===== src/fortran_record_deframer_defines.svh =====
// Assertion helpers for the record deframer.
// Both expect signals named clock and reset in the scope of use.
`ifndef FORTRAN_RECORD_DEFRAMER_DEFINES_SVH
`define FORTRAN_RECORD_DEFRAMER_DEFINES_SVH

// Check a consequence in the same cycle as its cause.
`define FRD_ASSERT_NOW(label, ante, cons, msg) \
   label: assert property (@(posedge clock) disable iff (reset) (ante) |-> (cons)) \
      else $error(msg);

// Check a consequence in the cycle after its cause.
`define FRD_ASSERT_NEXT(label, ante, cons, msg) \
   label: assert property (@(posedge clock) disable iff (reset) (ante) |=> (cons)) \
      else $error(msg);

`endif


===== src/frd_pkg.sv =====
package frd_pkg;

   // Largest payload group that is reversed as one element.
   localparam int MAX_GROUP  = 8;
   // At most this many results come out of one input word.
   localparam int RESULT_CAP = 8;
   localparam int GROUP_CAP  = (MAX_GROUP < RESULT_CAP) ? MAX_GROUP : RESULT_CAP;
   localparam int IDX_W      = $clog2(GROUP_CAP);
   localparam int FILL_W     = $clog2(GROUP_CAP + 1);

   localparam int CSR_IDX_W  = 1;
   localparam int CSR_DATA_W = 4;

   localparam logic [CSR_IDX_W-1:0] CSR_HEADER_IS_64 = 1'd0;
   localparam logic [CSR_IDX_W-1:0] CSR_SWAP_GROUP   = 1'd1;

   localparam logic [3:0] MARKER_BYTES_32 = 4'd4;
   localparam logic [3:0] MARKER_BYTES_64 = 4'd8;

   localparam logic KIND_PAYLOAD = 1'b0;
   localparam logic KIND_STATUS  = 1'b1;

   localparam logic [1:0] STAT_OK        = 2'd0;
   localparam logic [1:0] STAT_MISMATCH  = 2'd1;
   localparam logic [1:0] STAT_BAD_GROUP = 2'd2;
   localparam logic [1:0] STAT_TRUNCATED = 2'd3;

   typedef logic [FILL_W-1:0] fill_type;
   typedef logic [IDX_W-1:0]  idx_type;

   typedef enum logic [2:0] {
      PH_HEADER  = 3'b001,
      PH_PAYLOAD = 3'b010,
      PH_TRAILER = 3'b100
   } phase_type;

   typedef enum logic [1:0] {
      ST_TAKE = 2'b01,
      ST_EMIT = 2'b10
   } ctl_state_type;

   typedef struct packed {
      logic [7:0] data_byte;
      logic       stream_end;
   } req_type;

   typedef struct packed {
      logic       kind;
      logic [7:0] out_byte;
      logic       record_last;
      logic [1:0] status;
      logic       run_last;
   } rsp_type;

   typedef struct packed {
      logic take;
      logic emit;
   } cmd_type;

   typedef struct packed {
      logic out_busy;
      logic flush_multi;
      logic emit_last;
   } sts_type;

endpackage


===== src/frd_ctrl.sv =====
module frd_ctrl (
   input  logic             clock,
   input  logic             reset,
   input  logic             req_valid,
   output logic             req_stall,
   input  frd_pkg::sts_type sts,
   output frd_pkg::cmd_type cmd
);

   frd_pkg::ctl_state_type state_ff, state_in;

   always_comb begin
      cmd.take  = (state_ff == frd_pkg::ST_TAKE) && req_valid && !sts.out_busy;
      cmd.emit  = (state_ff == frd_pkg::ST_EMIT) && !sts.out_busy;
      req_stall = !((state_ff == frd_pkg::ST_TAKE) && !sts.out_busy);
   end

   always_comb begin
      state_in = state_ff;
      case (state_ff)
         frd_pkg::ST_TAKE: begin
            if (cmd.take && sts.flush_multi) begin
               state_in = frd_pkg::ST_EMIT;
            end
         end
         frd_pkg::ST_EMIT: begin
            if (cmd.emit && sts.emit_last) begin
               state_in = frd_pkg::ST_TAKE;
            end
         end
         default: begin
            state_in = frd_pkg::ST_TAKE;
         end
      endcase
   end

   always_ff @(posedge clock) begin
      if (reset) begin
         state_ff <= frd_pkg::ST_TAKE;
      end else begin
         state_ff <= state_in;
      end
   end

endmodule


===== src/frd_datapath.sv =====
module frd_datapath (
   input  logic                            clock,
   input  logic                            reset,
   input  frd_pkg::req_type                req_data,
   input  logic                            csr_wr_en,
   input  logic [frd_pkg::CSR_IDX_W-1:0]   csr_index,
   input  logic [frd_pkg::CSR_DATA_W-1:0]  csr_wdata,
   input  frd_pkg::cmd_type                cmd,
   output frd_pkg::sts_type                sts,
   output logic                            rsp_valid,
   output frd_pkg::rsp_type                rsp_data,
   input  logic                            rsp_stall
);

   logic                 hdr64_ff;
   logic [3:0]           swap_group_ff;

   frd_pkg::phase_type   phase_ff, phase_in;
   logic [3:0]           mcount_ff, mcount_in;
   logic [63:0]          hdr_len_ff, hdr_len_in;
   logic [63:0]          remain_ff, remain_in;
   logic [63:0]          tlr_len_ff, tlr_len_in;
   frd_pkg::fill_type    fill_ff, fill_in;
   frd_pkg::idx_type     idx_ff, idx_in;
   logic [7:0]           store_ff [frd_pkg::GROUP_CAP];
   logic                 store_we;

   logic                 rsp_valid_ff, rsp_valid_in;
   frd_pkg::rsp_type     rsp_data_ff, rsp_data_in;
   logic                 out_load;

   frd_pkg::fill_type    grp_size;
   frd_pkg::fill_type    fill_new;
   logic [3:0]           mlen;
   logic [3:0]           mcount_next;
   logic                 marker_done;
   logic [63:0]          marker_acc;
   logic [63:0]          marker_val;
   logic                 swapped;

   // Shift a marker byte in: big-endian when swapping, else into its lane.
   function automatic logic [63:0] add_marker_byte(logic [63:0] acc, logic [7:0] b,
                                                   logic [3:0] pos, logic swp);
      logic [63:0] lane;
      lane = {56'd0, b} << {pos[2:0], 3'b000};
      if (swp) begin
         return {acc[55:0], b};
      end
      return acc | lane;
   endfunction

   always_comb begin
      swapped = (swap_group_ff != 4'd0);
      if (swap_group_ff == 4'd0) begin
         grp_size = frd_pkg::fill_type'(1);
      end else if (swap_group_ff > 4'(frd_pkg::GROUP_CAP)) begin
         grp_size = frd_pkg::fill_type'(frd_pkg::GROUP_CAP);
      end else begin
         grp_size = frd_pkg::fill_type'(swap_group_ff);
      end
      fill_new    = fill_ff + frd_pkg::fill_type'(1);
      mlen        = hdr64_ff ? frd_pkg::MARKER_BYTES_64 : frd_pkg::MARKER_BYTES_32;
      mcount_next = mcount_ff + 4'd1;
      marker_done = (mcount_next >= mlen);
      marker_acc  = add_marker_byte((phase_ff == frd_pkg::PH_TRAILER) ? tlr_len_ff
                                                                       : hdr_len_ff,
                                    req_data.data_byte, mcount_ff, swapped);
      marker_val  = hdr64_ff ? marker_acc : {32'd0, marker_acc[31:0]};
   end

   always_comb begin
      sts.out_busy    = rsp_valid_ff && rsp_stall;
      sts.flush_multi = !req_data.stream_end && (phase_ff == frd_pkg::PH_PAYLOAD) &&
                        (fill_new >= grp_size) && (fill_new > frd_pkg::fill_type'(1));
      sts.emit_last   = (idx_ff == frd_pkg::idx_type'(0));
   end

   always_comb begin
      phase_in    = phase_ff;
      mcount_in   = mcount_ff;
      hdr_len_in  = hdr_len_ff;
      remain_in   = remain_ff;
      tlr_len_in  = tlr_len_ff;
      fill_in     = fill_ff;
      idx_in      = idx_ff;
      store_we    = 1'b0;
      out_load    = 1'b0;
      rsp_data_in = rsp_data_ff;

      if (cmd.take) begin
         if (req_data.stream_end) begin
            // A stream end inside a record closes it as truncated.
            if (!((phase_ff == frd_pkg::PH_HEADER) && (mcount_ff == 4'd0))) begin
               out_load    = 1'b1;
               rsp_data_in = '{kind: frd_pkg::KIND_STATUS, out_byte: 8'd0,
                               record_last: 1'b0, status: frd_pkg::STAT_TRUNCATED,
                               run_last: 1'b1};
               phase_in    = frd_pkg::PH_HEADER;
               mcount_in   = 4'd0;
               hdr_len_in  = 64'd0;
               remain_in   = 64'd0;
               tlr_len_in  = 64'd0;
               fill_in     = frd_pkg::fill_type'(0);
            end
         end else begin
            case (phase_ff)
               frd_pkg::PH_PAYLOAD: begin
                  store_we  = 1'b1;
                  remain_in = remain_ff - 64'd1;
                  if (fill_new >= grp_size) begin
                     // Newest byte leads the reversed group; the rest drain later.
                     out_load    = 1'b1;
                     rsp_data_in = '{kind: frd_pkg::KIND_PAYLOAD,
                                     out_byte: req_data.data_byte,
                                     record_last: (fill_new == frd_pkg::fill_type'(1)) &&
                                                  (remain_ff == 64'd1),
                                     status: frd_pkg::STAT_OK,
                                     run_last: (fill_new == frd_pkg::fill_type'(1))};
                     idx_in      = frd_pkg::idx_type'(fill_new - frd_pkg::fill_type'(2));
                     fill_in     = frd_pkg::fill_type'(0);
                  end else begin
                     fill_in = fill_new;
                  end
                  if (remain_ff == 64'd1) begin
                     phase_in   = frd_pkg::PH_TRAILER;
                     mcount_in  = 4'd0;
                     tlr_len_in = 64'd0;
                  end
               end
               frd_pkg::PH_TRAILER: begin
                  if (marker_done) begin
                     out_load    = 1'b1;
                     rsp_data_in = '{kind: frd_pkg::KIND_STATUS, out_byte: 8'd0,
                                     record_last: 1'b0, status: frd_pkg::STAT_OK,
                                     run_last: 1'b1};
                     if (fill_ff != frd_pkg::fill_type'(0)) begin
                        rsp_data_in.status = frd_pkg::STAT_BAD_GROUP;
                     end else if (marker_val != hdr_len_ff) begin
                        rsp_data_in.status = frd_pkg::STAT_MISMATCH;
                     end
                     phase_in   = frd_pkg::PH_HEADER;
                     mcount_in  = 4'd0;
                     hdr_len_in = 64'd0;
                     remain_in  = 64'd0;
                     tlr_len_in = 64'd0;
                     fill_in    = frd_pkg::fill_type'(0);
                  end else begin
                     tlr_len_in = marker_acc;
                     mcount_in  = mcount_next;
                  end
               end
               default: begin
                  if (marker_done) begin
                     hdr_len_in = marker_val;
                     remain_in  = marker_val;
                     mcount_in  = 4'd0;
                     fill_in    = frd_pkg::fill_type'(0);
                     tlr_len_in = 64'd0;
                     phase_in   = (marker_val != 64'd0) ? frd_pkg::PH_PAYLOAD
                                                        : frd_pkg::PH_TRAILER;
                  end else begin
                     hdr_len_in = marker_acc;
                     mcount_in  = mcount_next;
                  end
               end
            endcase
         end
      end else if (cmd.emit) begin
         out_load    = 1'b1;
         rsp_data_in = '{kind: frd_pkg::KIND_PAYLOAD, out_byte: store_ff[idx_ff],
                         record_last: (idx_ff == frd_pkg::idx_type'(0)) &&
                                      (remain_ff == 64'd0),
                         status: frd_pkg::STAT_OK,
                         run_last: (idx_ff == frd_pkg::idx_type'(0))};
         idx_in      = idx_ff - frd_pkg::idx_type'(1);
      end

      rsp_valid_in = out_load || (rsp_valid_ff && rsp_stall);
   end

   always_ff @(posedge clock) begin
      if (reset) begin
         hdr64_ff      <= 1'b0;
         swap_group_ff <= 4'd0;
         phase_ff      <= frd_pkg::PH_HEADER;
         mcount_ff     <= 4'd0;
         hdr_len_ff    <= 64'd0;
         remain_ff     <= 64'd0;
         tlr_len_ff    <= 64'd0;
         fill_ff       <= frd_pkg::fill_type'(0);
         rsp_valid_ff  <= 1'b0;
      end else begin
         if (csr_wr_en && (csr_index == frd_pkg::CSR_HEADER_IS_64)) begin
            hdr64_ff <= csr_wdata[0];
         end
         if (csr_wr_en && (csr_index == frd_pkg::CSR_SWAP_GROUP)) begin
            swap_group_ff <= csr_wdata;
         end
         phase_ff     <= phase_in;
         mcount_ff    <= mcount_in;
         hdr_len_ff   <= hdr_len_in;
         remain_ff    <= remain_in;
         tlr_len_ff   <= tlr_len_in;
         fill_ff      <= fill_in;
         rsp_valid_ff <= rsp_valid_in;
      end
   end

   always_ff @(posedge clock) begin
      idx_ff      <= idx_in;
      rsp_data_ff <= rsp_data_in;
      if (store_we) begin
         store_ff[fill_ff[frd_pkg::IDX_W-1:0]] <= req_data.data_byte;
      end
   end

   assign rsp_valid = rsp_valid_ff;
   assign rsp_data  = rsp_data_ff;

endmodule


===== src/fortran_record_deframer.sv =====
// Deframer for sequential unformatted records. Each record on req_data is a
// 4- or 8-byte length header (csr register header_is_64), that many payload
// bytes and a trailer that should repeat the header. Markers are read
// little-endian, or big-endian once swap_group is nonzero; payload bytes are
// reversed within groups of swap_group bytes (0 or 1 passes them through,
// larger values are capped at 8). Every payload byte comes out as one rsp
// word of kind payload; the trailer closes the record with one status word:
// ok, trailer mismatch, bad group multiple (the bytes of an unfinished group
// are dropped) or truncated, the last when stream_end arrives inside a
// record. run_last marks the last rsp word caused by one req word.
// A req word that completes a group of n bytes is followed by a drain in
// which the controller sends the rest of the group, one byte a cycle while
// rsp_stall is low, from the group store's single read port; req_stall
// stays high meanwhile. The rsp output is registered, so a new req word is
// taken while the previous rsp word waits, as long as it is not held by
// rsp_stall. Write the csr registers only while the block is idle. There is
// no clearing pass after reset.
`include "fortran_record_deframer_defines.svh"

module fortran_record_deframer (
   input  logic                            clock,
   input  logic                            reset,
   input  logic                            req_valid,
   output logic                            req_stall,
   input  frd_pkg::req_type                req_data,
   output logic                            rsp_valid,
   input  logic                            rsp_stall,
   output frd_pkg::rsp_type                rsp_data,
   input  logic                            csr_wr_en,
   input  logic [frd_pkg::CSR_IDX_W-1:0]   csr_index,
   input  logic [frd_pkg::CSR_DATA_W-1:0]  csr_wdata
);

   frd_pkg::cmd_type cmd;
   frd_pkg::sts_type sts;

   // Sequence word acceptance and the group drain.
   frd_ctrl u_ctrl (
      .clock     (clock),
      .reset     (reset),
      .req_valid (req_valid),
      .req_stall (req_stall),
      .sts       (sts),
      .cmd       (cmd)
   );

   // Record state, marker assembly, group store and rsp register.
   frd_datapath u_datapath (
      .clock     (clock),
      .reset     (reset),
      .req_data  (req_data),
      .csr_wr_en (csr_wr_en),
      .csr_index (csr_index),
      .csr_wdata (csr_wdata),
      .cmd       (cmd),
      .sts       (sts),
      .rsp_valid (rsp_valid),
      .rsp_data  (rsp_data),
      .rsp_stall (rsp_stall)
   );

   // Never take a word and drain the group store in the same cycle.
   `FRD_ASSERT_NOW(a_take_xor_emit, cmd.take, !cmd.emit, "take during group drain")
   // A multi-byte group flush must hold off the next req word.
   `FRD_ASSERT_NEXT(a_flush_stalls, cmd.take && sts.flush_multi, req_stall, "no stall after flush")
   // A status word always ends the run of its req word.
   `FRD_ASSERT_NOW(a_status_last, rsp_valid && (rsp_data.kind == frd_pkg::KIND_STATUS), rsp_data.run_last, "status without run_last")
   // The last byte of a record is the last word of its group.
   `FRD_ASSERT_NOW(a_record_last, rsp_valid && rsp_data.record_last, rsp_data.run_last, "record_last without run_last")

endmodule

===== config.mk =====
export PLATFORM = sky130hd
export DESIGN_NAME = fortran_record_deframer
export DESIGN_NICKNAME = d
export VERILOG_FILES = /design/src/frd_pkg.sv /design/src/frd_ctrl.sv /design/src/frd_datapath.sv /design/src/fortran_record_deframer.sv
export VERILOG_INCLUDE_DIRS = /design/src /design/src/src
export SDC_FILE = /design/constraint.sdc
export NUM_CORES = 1
export LEC_CHECK = 0
export ABC_CLOCK_PERIOD_IN_PS = 3600
export BUFFER_PORTS_ARGS = -buffer_cell sky130_fd_sc_hd__buf_2
export CORE_MARGIN = 5
export CORE_UTILIZATION = 35
export DETAILED_ROUTE_END_ITERATION = 10
export PLACE_DENSITY = 0.52
export SETUP_SLACK_MARGIN = 0.1
export SYNTH_ARGS = -nofsm -noshare
export SYNTH_HDL_FRONTEND = slang
export SYNTH_HIERARCHICAL = 1
export SYNTH_SLANG_ARGS = --single-unit
export TNS_END_PERCENT = 30

===== constraint.sdc =====
create_clock -name clock -period 3.6 [get_ports clock]
set_input_delay 0.18 -clock clock [delete_from_list [all_inputs] [get_ports clock]]
set_output_delay 0.18 -clock clock [all_outputs]
set_load 0.05 [all_outputs]

-- Word level (Yosys, flattened, before mapping)
Memory sizes are Yosys's and may differ from the RTL's. A register that Yosys moved wholly into a read port is not among the register bits.
Index checks and enable logic that the tools add are counted.
W data, S select, Z words.
- word-level logic and storage cells: 154
- register bits: 227
- memories: 1
- ROM bits: 0
- RAM bits: 64
- input port bits: 19
- output and inout bits: 15
- latch bits: 0
- memory list (name ; words ; bits a word ; rd ports ; clocked after memory_dff ; wr ports ; RTL line ; text):
    u_datapath.store_ff ; 8 ; 8 ; 1 ; 1 ; 1 ; frd_datapath.sv:25 ; logic [7:0] store_ff [frd_pkg::GROUP_CAP];
- magnitude comparators: 4
- $mul: 0
- muxes and demuxes: 66
- eq/ne operators: 21
- reductions and logical operators: 38
- add/subtract/negate cells: 5
- shift operators: 1
- bitwise gates (word level): 2
- divide/modulo/power cells: 0
- operators with widths (kind ; count):
    $mux W64 ; 13
    $pmux W64 S2 ; 3
    $mux W13 ; 6
    $eq A64 B1 Y1 const B ; 1
    $logic_not A64 Y1 ; 1
    $ne A64 B64 Y1 ; 1
    $or A64 B64 Y64 ; 1
    $reduce_bool A64 Y1 ; 1
    $shl A8 B6 Y64 ; 1
    $sub A64 B1 Y64 const B ; 1
    $mux W4 ; 12
    $mux W3 ; 12
    $pmux W13 S2 ; 1
    $reduce_and A4 Y1 ; 4
    $logic_and A1 B1 Y1 ; 15
    $mux W1 ; 13
    $reduce_bool A4 Y1 ; 3
    $ne A2 B2 Y1 const B ; 5
    $reduce_and A5 Y1 ; 2
    $add A4 B1 Y4 const B ; 2
    $ge A4 B4 Y1 ; 2
    $logic_not A4 Y1 ; 2
    $mux W2 ; 3
    $ne A3 B3 Y1 const B ; 2
    26 further kinds ; 30

-- Longest topological paths before layout
Gate-level depths: netlist of the first run.
- depth in word-level cells: 12
- gate-level depth with buffers: 17
- depth with buffers taken out: 12

-- Hierarchy
Netlist of the first run, hierarchy kept.
- by module, submodules not included (module ; sequential area each (um2) ; cells each ; times used ; area an instance (um2)):
    frd_datapath ; 6646.4 ; 1926 ; 1 ; 16647.2
    frd_ctrl ; 40.0 ; 12 ; 1 ; 103.8

-- Worst setup path after synthesis of the first run
OpenSTA, ideal clock, no wires.
- path type: register to register
- start point: register u_datapath.mcount_ff[2]
- end point: register u_datapath.remain_ff[62]
- data arrival time: 3598 ps
- cell stages (with the launch flop): 17
- setup time: 76 ps
- clock period less this slack: 3674 ps
- data required time: 3524 ps
- path slack: -74 ps
- path buffers: 7
- cells stage by stage: dfxtp_1 -> clkbuf_1 -> clkbuf_1 -> buf_2 -> buf_2 -> nand2_1 -> or2_2 -> nand2_1 -> ha_1 -> a211oi_1 -> and2_1 -> nand2b_1 -> clkbuf_1 -> clkbuf_1 -> clkbuf_1 -> a22oi_1 -> o22ai_1
- cells in the longest elaborated chain, start to end: 7
- elaborated cells between the ends (all ways): 15
- those cells by class: 1 x add/sub; 1 x order compare; 2 x eq/ne; 1 x shift; 5 x mux; 1 x bitwise; 4 x reduce/logical
- ends and longest elaborated chain (what ; RTL line ; text):
    start, declared ; frd_datapath.sv:19 ; logic [3:0] mcount_ff, mcount_in;
    start signal, assigned ; frd_datapath.sv:200 ; mcount_ff <= mcount_in;
    parallel branches: the longest is 7 deep, another holds $add A4 B1 Y4 ; n/a ;
    end signal, assigned ; frd_datapath.sv:202 ; remain_ff <= remain_in;
    end, declared ; frd_datapath.sv:21 ; logic [63:0] remain_ff, remain_in;
Parallel ways; which one is timed is not known. The select of a mux whose other input is x is not followed.
A chain may end at the register's enable or synchronous reset.

-- Final worst setup path of the first run
- start point: register u_datapath.phase_ff[0]
- end point: register u_datapath.rsp_data_ff (netlist bit u_datapath/rsp_data[1]), data pin
- cells in the longest elaborated chain, start to end: 12
- elaborated cells between the ends (all ways): 14
- those cells by class: 3 x eq/ne; 10 x mux; 1 x bitwise
- ends and longest elaborated chain (what ; RTL line ; text):
    start, declared ; frd_datapath.sv:18 ; frd_pkg::phase_type phase_ff, phase_in;
    start signal, assigned ; frd_datapath.sv:185 ; phase_ff <= frd_pkg::PH_HEADER;
    start signal, assigned ; frd_datapath.sv:199 ; phase_ff <= phase_in;
    $eq A3 B3 Y1 ; frd_datapath.sv:65, frd_datapath.sv:106 ;
    $mux W64 ; frd_datapath.sv:65 ; marker_acc = add_marker_byte((phase_ff == frd_pkg::PH_TRAILER) ? tlr_len_ff
    $or A64 B64 Y64 / $mux W64 (equally long branches) ; frd_datapath.sv:49, frd_datapath.sv:46 ;
    $mux W64 ; frd_datapath.sv:49 ; return acc | lane;
    $mux W64 ; frd_datapath.sv:68 ; marker_val = hdr64_ff ? marker_acc : {32'd0, marker_acc[31:0]};
    $ne A64 B64 Y1 ; frd_datapath.sv:138 ; end else if (marker_val != hdr_len_ff) begin
    $mux W1 ; frd_datapath.sv:138 ;
    $mux W2 ; frd_datapath.sv:136 ; if (fill_ff != frd_pkg::fill_type'(0)) begin
    $mux W13 ; frd_datapath.sv:131 ; if (marker_done) begin
    $pmux W13 S2 * ; frd_datapath.sv:106 ; case (phase_ff)
    $mux W13 * ; frd_datapath.sv:91 ; if (req_data.stream_end) begin
    $mux W13 * ; frd_datapath.sv:90 ; if (cmd.take) begin
    end signal, assigned ; frd_datapath.sv:211 ; rsp_data_ff <= rsp_data_in;
    end, declared ; frd_datapath.sv:29 ; frd_pkg::rsp_type rsp_data_ff, rsp_data_in;
Mark *: on every way between the ends. The rest lies on a longest branch, timed or not. The select of a mux whose other input is x is not followed.

==> results.py, run 1 <==
metrics = {
    "global_route": {
        "grt_pass1_vias": 15200,
        "grt_usage_pct": 23.96,
        "grt_pass1_wl_mm": 98.53,
        "grt_use_met3_pct": 3.925,
        "met1_usage_pct": 32.24,
        "use_met2_pct": 39.55,
        "grt_start_max_net_pins": 145,
        "gr-total-overflow": 0,
        "grt.busiest_layer": "met2",
        "antenna_found_initial": 2,
    },
    "clocking": {
        "cts_setup_buffers": 0,
        "cts_buffer_depth": 3,
        "cts_root_buf": "clkbuf_16",
        "clock_latency_ns": 0.57,
        "clk_pin_slew_ns": 0.07,
        "htree_levels": 2,
        "cts_tree": "done",
        "cts.sinks": 294,
        "cts_made_buffers": 36,
    },
    "synth": {
        "syn-instance-count": 1938,
        "synth.area.top_cells": "dfxtp_1, edfxtp_1, nand2_1",
        "synthesis.area_mm2": 0.01675,
        "yosysTopAreaCell": "dfxtp_1",
        "synth-seq-cells": 294,
        "ys.flop_type": "dfxtp_1",
        "syn_nets": 1972,
        "yosys_warnings": 6,
        "syn_area_per_cell_um2": 8.643,
        "yosysSeqAreaShare_pct": 39.92,
        "synth_cell_types": 95,
        "async_flop_share_pct": 0,
        "yosysTopAreaCellShare_pct": 25.58,
        "synth_edf_count": 80,
    },
    "die": {
        "dieHeight_um": 228.8,
        "rows": 80,
        "die_area_mm2": 0.05234,
        "fp.dieW_um": 228.8,
        "core_mm2": 0.04755,
        "start_util_pct": 35.23,
        "pin_count": 34,
    },
    "setup_path": {
        "cp_num_buf_inv": 3,
        "path_common_cell": "buf_4",
        "critical-path-top-delay-family": "simple AND/OR/NAND/NOR gates",
        "start_kind": "flop",
        "slowest_stage": "or3b_2",
        "crit_type": "reg2reg",
        "path_cells": "or3b_2, buf_4, a211oi_1, a311o_1, nor2_1, a2111oi_0, buf_4, nand4_1, nor4_2, buf_4, a31oi_1",
        "crit_required_ns": 3.89,
        "cp_slowest_stage_delay_ns": 0.56,
        "critPathMaxFanout": 10,
        "crit_arrival_ns": 3.75,
        "cp-end-kind": "flop",
    },
    "finish": {
        "drive_gt1_share_pct": 16.67,
        "layout_commonest_cell": "dfxtp_1",
        "layout.nets": 2045,
        "syn_to_final_growth_pct": 18.54,
        "fin_area_mm2": 0.01986,
        "finalCoreUtilization_pct": 41.76,
        "final_cell_mix": "dfxtp_1, nand2_1, nand3_1",
    },
    "sta": {
        "setup_violations": 0,
        "slew_viol_final": 0,
        "rsz0062_at_grt": "yes",
        "period_needed_ns": 3.465,
        "finalClockSkew_ns": 0.02732,
        "slew_headroom_pct": 37.47,
        "hold_viol": 0,
        "max_freq_mhz": 288.6,
        "post-route-period-util_pct": 96.26,
        "setup-tns-final_ns": 0,
        "fin_ws_ns": 0.1348,
        "tightest_slew_ns": 0.9380,
    },
    "drt": {
        "wl_per_cell_um": 24.52,
        "via_per_inst": 6.015,
        "first_pass_iters": 6,
        "ant_nets": 0,
        "vias": 15970,
        "drc": 0,
        "drt_iter0_markers": 1586,
        "routed_wl_mm": 65.09,
    },
    "min_path": {
        "hold_class": "in2reg",
    },
    "pwr": {
        "total_power_uw": 9413,
        "power_leakage_uw": 0.006865,
        "cellPowerDensity_mw_per_mm2": 474.1,
        "ir_worst_vdd_v": 0.0003158,
    },
    "outcome": {
        "status": "complete, no violations",
    },
    "run": {
        "drv_cap": 0,
    },
    "placement": {
        "gp_congestion": 0.9111,
        "post_dp_cell_area_mm2": 0.01837,
        "pre_cts_slack_ns": 0.0003078,
        "dp_hpwl_mm": 45.56,
        "port_buffers": 33,
    },
}
==> path summary, 6_finish.rpt <==
kind,start,to,slack (ns),cells after the start
worst max register to register,u_datapath/phase_ff[0],u_datapath/rsp_data[1],0.13,11
worst min-delay path,req_data[6],u_datapath/store_ff[4][5],0.06,1
worst min register to register,u_datapath/tlr_len_ff[54],u_datapath/tlr_len_ff[54],0.47,2
worst max-delay path,u_datapath/phase_ff[0],u_datapath/rsp_data[1],0.13,11
==> final cells by class <==
class                           instances  area (µm²)
Clock buffer                           48       985.9
Sequential cell                       294        6686
Multi-Input combinational cell       1459        9425
Tap cell                              615       769.5
Antenna cell                            1       2.502
Inverter                               30       112.6
Timing Repair Buffer                  190        1627
Clock inverter                         18       247.7
Fill cell                            4696       27690
==> report_power, final <==
group | internal [µW] | switching, µW
Sequential | 3450 | 61.4
Combinational | 742 | 1360
Clock | 2250 | 1550
==> per-stage QoR <==
step                cells  hold WS [ns]
CTS                  2654       0.02573
detailed placement   2576        0.4479
floorplan            1938        0.2789
global route         2654       0.04661
finish               2655       0.05583
global placement     2576        0.4445
==> worst reg2reg max path, delay by kind of cell, from the launching register on <==
| family | cells | cell delay [ns] |
|---|---|---|
| AND/OR/NAND/NOR | 4 | 1.13 |
| AO/OA/AOI/OAI | 4 | 1.13 |
| buffers and inverters | 3 | 0.58 |
| flip-flops | 1 | 0.37 |
==> state kept, by name, indices dropped and copies added, names as in the netlist, named ones only <==
signal	cells
u_ctrl/state_ff	2
u_datapath/fill_ff	4
u_datapath/hdr64_ff	1
u_datapath/hdr_len_ff	64
u_datapath/idx_ff	3
u_datapath/mcount_ff	4
u_datapath/phase_ff	3
u_datapath/remain_ff	64
u_datapath/rsp_data	13
u_datapath/rsp_valid	1
u_datapath/store_ff	64
u_datapath/swap_group_ff	4
u_datapath/tlr_len_ff	64
==> synth_stat cells, drive strengths merged, types with 6 or more instances <==
library cell  number
nand4             17
and2               6
a21oi            147
nand3b             7
o31ai             28
a31oi             32
mux2i             54
a221oi            18
a22o               6
nor4bb            15
or3               19
xor2              40
and4bb             7
nand2b            14
a211oi            18
a32oi              9
nand4b             6
edfxtp            80
nor3              70
o22ai             27
nor4              36
nor2             139
nor2b             15
a2111oi           15
nand3            145
buf               47
clkbuf           108
o21ai            114
mux4              16
inv               30
or2                7
xnor2             44
dfxtp            214
nand2            211
ha                15
and4b              7
a22oi             57
o21a               6
or4                8
==> layer usage <==
| metal | wire, µm | vias to the layer above |
|---|---|---|
| li1 | - | 7423 |
| met1 | 28250 | 7828 |
| met2 | 30770 | 583 |
| met3 | 3902 | 133 |
| met4 | 2147 | 4 |
| met5 | 26 | - |
==> cells by family after synthesis <==
family | share of synthesized area, %
and+or+nand+nor | 22.83
AOI/OAI and AO/OA | 21.29
DFF | 39.92
buffers and inverters | 4.945
xor gates and xnor gates | 4.392
muxes | 5.512
adders and majority gates | 1.120
==> timing repair <==
item / CTS / global route
hold buffers: 12 / 0
hold endpoints to repair: 8 / 0
resized for setup: 4 / 25
endpoints found under the setup margin: 1 / 17
Power figures use the tool's default switching activity.
==> run 2: changes to the inputs <==
--- a/config.mk
+++ b/config.mk
@@ -6,15 +6,15 @@
 export SDC_FILE = /design/constraint.sdc
 export NUM_CORES = 1
 export LEC_CHECK = 0
-export ABC_CLOCK_PERIOD_IN_PS = 3600
+export ABC_CLOCK_PERIOD_IN_PS = 4300
 export BUFFER_PORTS_ARGS = -buffer_cell sky130_fd_sc_hd__buf_2
 export CORE_MARGIN = 5
 export CORE_UTILIZATION = 35
 export DETAILED_ROUTE_END_ITERATION = 10
-export PLACE_DENSITY = 0.52
+export PLACE_DENSITY = 0.51
+export REMOVE_ABC_BUFFERS = 1
 export SETUP_SLACK_MARGIN = 0.1
 export SYNTH_ARGS = -nofsm -noshare
 export SYNTH_HDL_FRONTEND = slang
-export SYNTH_HIERARCHICAL = 1
 export SYNTH_SLANG_ARGS = --single-unit
 export TNS_END_PERCENT = 30
==> constraint.sdc (replaced) <==
create_clock -name clock -period 4.3 [get_ports clock]
set_input_delay 0.215 -clock clock [delete_from_list [all_inputs] [get_ports clock]]
set_output_delay 0.215 -clock clock [all_outputs]
set_load 0.05 [all_outputs]
==> run 2 against run 1 <==
  * Critical path depth is 2 lower
  * Maximum frequency is 13% lower
  * Clock-buffer cell count is 7 higher
  * First-iteration DRC count is 30% higher
  * Power is 16% lower
  * Hold slack worse by 0.011 ns
  * Synthesized cell count is 0.67% higher
  * Register-to-register slack better by 0.16 ns
  * Setup slack better by 0.16 ns
  * Largest cell class unchanged
  * Largest power group unchanged
==> results.py, run 2 <==
metrics = {
    "setup_path": {
        "start_kind": "flop",
        "crit_required_ns": 4.59,
        "crit_arrival_ns": 4.29,
        "cp_slowest_stage_delay_ns": 0.83,
        "cp-end-kind": "flop",
        "crit_type": "reg2reg",
        "path_common_cell": "nor4_1",
        "path_cells": "or4_4, buf_12, o21ai_0, a21boi_0, o2111ai_1, nor4_1, nand4_1, nor4_1, a211oi_1",
        "critPathMaxFanout": 55,
        "slowest_stage": "or4_4",
        "cp_num_buf_inv": 1,
        "critical-path-top-delay-family": "simple AND/OR/NAND/NOR gates",
    },
    "synth": {
        "synth_edf_count": 80,
        "ys.flop_type": "dfxtp_1",
        "yosysTopAreaCellShare_pct": 25.19,
        "synth-seq-cells": 294,
        "yosys_warnings": 0,
        "async_flop_share_pct": 0,
        "synth_cell_types": 95,
        "synthesis.area_mm2": 0.01701,
        "yosysTopAreaCell": "dfxtp_1",
        "syn_area_per_cell_um2": 8.719,
        "synth.area.top_cells": "dfxtp_1, edfxtp_1, a22oi_1",
        "yosysSeqAreaShare_pct": 39.31,
        "synthTopCellsByCount": "dfxtp_1, nor2_1, nand2_1",
        "syn-instance-count": 1951,
        "yosysMostFrequentCell": "dfxtp_1",
    },
    "pwr": {
        "cellPowerDensity_mw_per_mm2": 405.9,
        "power.switching_uw": 2484,
        "p_comb_share_pct": 20.8,
        "p_int_uw": 5413,
        "power_leakage_uw": 0.007074,
        "swShare_pct": 31.45,
        "ir_worst_vdd_v": 0.0002553,
        "clkPwrFrac_pct": 41.7,
        "power_frac_seq_pct": 37.5,
    },
    "die": {
        "rows": 80,
        "pin_count": 34,
        "die_area_mm2": 0.05311,
        "fp.dieW_um": 230.5,
        "core_mm2": 0.04795,
        "dieHeight_um": 230.5,
        "start_util_pct": 35.48,
    },
    "outcome": {
        "status": "complete, no violations",
    },
    "sta": {
        "rsz0062_at_grt": "no",
        "finalClockSkew_ns": 0.02529,
        "fin_ws_ns": 0.2978,
        "post-route-period-util_pct": 93.07,
        "period_needed_ns": 4.002,
        "setup_violations": 0,
        "hold_viol": 0,
        "max_freq_mhz": 249.9,
        "tightest_slew_ns": 1.376,
        "slew_headroom_pct": 7.910,
        "slew_viol_final": 0,
    },
    "run": {
        "drv_cap": 0,
    },
    "placement": {
        "pre_cts_slack_ns": 0.4864,
        "post_dp_cell_area_mm2": 0.01808,
        "port_buffers": 33,
        "gp_congestion": 0.9261,
        "dp_hpwl_mm": 45.46,
    },
    "finish": {
        "drive_gt1_share_pct": 12.93,
        "fin_area_mm2": 0.01946,
        "final_cell_mix": "dfxtp_1, nor2_1, nand2_1",
        "layout.nets": 2009,
        "layout_commonest_cell": "dfxtp_1",
        "syn_to_final_growth_pct": 14.39,
    },
    "drt": {
        "drt_iter0_markers": 2056,
        "drc": 0,
        "wl_per_cell_um": 25.24,
        "routed_wl_mm": 66.10,
        "ant_nets": 0,
        "first_pass_iters": 6,
        "vias": 16520,
        "via_per_inst": 6.307,
    },
    "min_path": {
        "hold_class": "in2reg",
    },
    "clocking": {
        "cts_made_buffers": 37,
        "cts-hold-fix-buffers": 9,
        "cts_setup_buffers": 0,
        "clock_latency_ns": 0.58,
        "htree_levels": 2,
        "cts_tree": "done",
        "cts_buffer_depth": 3,
        "cts-resized-gates": 0,
        "cts.sinks": 294,
        "cts_root_buf": "clkbuf_16",
        "clk_pin_slew_ns": 0.06,
    },
    "global_route": {
        "grt_start_max_net_pins": 89,
        "antenna_found_initial": 2,
        "grt_usage_pct": 24.03,
        "grt_pass1_wl_mm": 100.1,
        "gr-total-overflow": 0,
        "grt_pass1_vias": 15400,
    },
}
-- run 2: metrics by stage --
step	TNS [ns]	power [µW]	utilization (%)	cells	hold WS, ns
3_5_place_dp	0	4620	37.71	2541	0.4391
6_report	0	7897	40.58	2619	0.04484
5_1_grt	0	8195	40.58	2618	0.03985
4_1_cts	0	7938	40.58	2618	0.02430
3_3_place_gp	0	4610	37.71	2541	0.4359
2_1_floorplan	-200.22	3948	-	1791	0.2841
-- run 2: cell families after synthesis --
logic type | share of synthesized area, %
flops | 39.31
fa+ha+maj | 1.177
buf+inv | 5.186
xor+xnor | 3.244
compound gates | 23.10
simple gates | 23.14
mux | 4.840
-- run 2: path summary, 6_finish.rpt --
check                              start  depth (start not counted)                         to  slack (ns)
min reg2reg    u_datapath.tlr_len_ff[37]                          2  u_datapath.tlr_len_ff[37]        0.45
max reg2reg  u_datapath.swap_group_ff[0]                          9     u_datapath.rsp_data[1]        0.30
max          u_datapath.swap_group_ff[0]                          9     u_datapath.rsp_data[1]        0.30
min                            csr_index                          4        u_datapath.hdr64_ff        0.04
-- run 2: tightest hold or removal path: cells and delay by family --
| kind | cells | cell delay [ns] |
|---|---|---|
| buffers and inverters | 2 | 0.21 |
| AO/OA/AOI/OAI | 1 | 0.08 |
| AND/OR/NAND/NOR | 1 | 0.07 |
-- run 2: layer usage --
layer	up-vias	wire, µm	global-route usage (%)
met3	154	5133	4.682
met1	8174	29730	34.16
met4	0	2402	8.537
met2	755	28840	36.50
met5	-	0	0
li1	7434	-	-
-- run 2: layout make-up --
type | instances | area (µm²)
Fill cell | 4837 | 28490
Multi-Input combinational cell | 1468 | 9514
Sequential cell | 294 | 6688
Timing Repair Buffer | 144 | 1090
Clock buffer | 55 | 1064
Tap cell | 615 | 769.5
Clock inverter | 13 | 221.5
Inverter | 29 | 108.9
Antenna cell | 1 | 2.502
-- run 2: power groups by stage --
stage | clock network [µW] | registers (µW) | logic, µW
floorplan | 0 | 3040 | 908
global placement | 0 | 3010 | 1600
detailed placement | 0 | 3020 | 1600
CTS | 3360 | 2960 | 1620
global route | 3480 | 2960 | 1750
finish | 3290 | 2960 | 1640
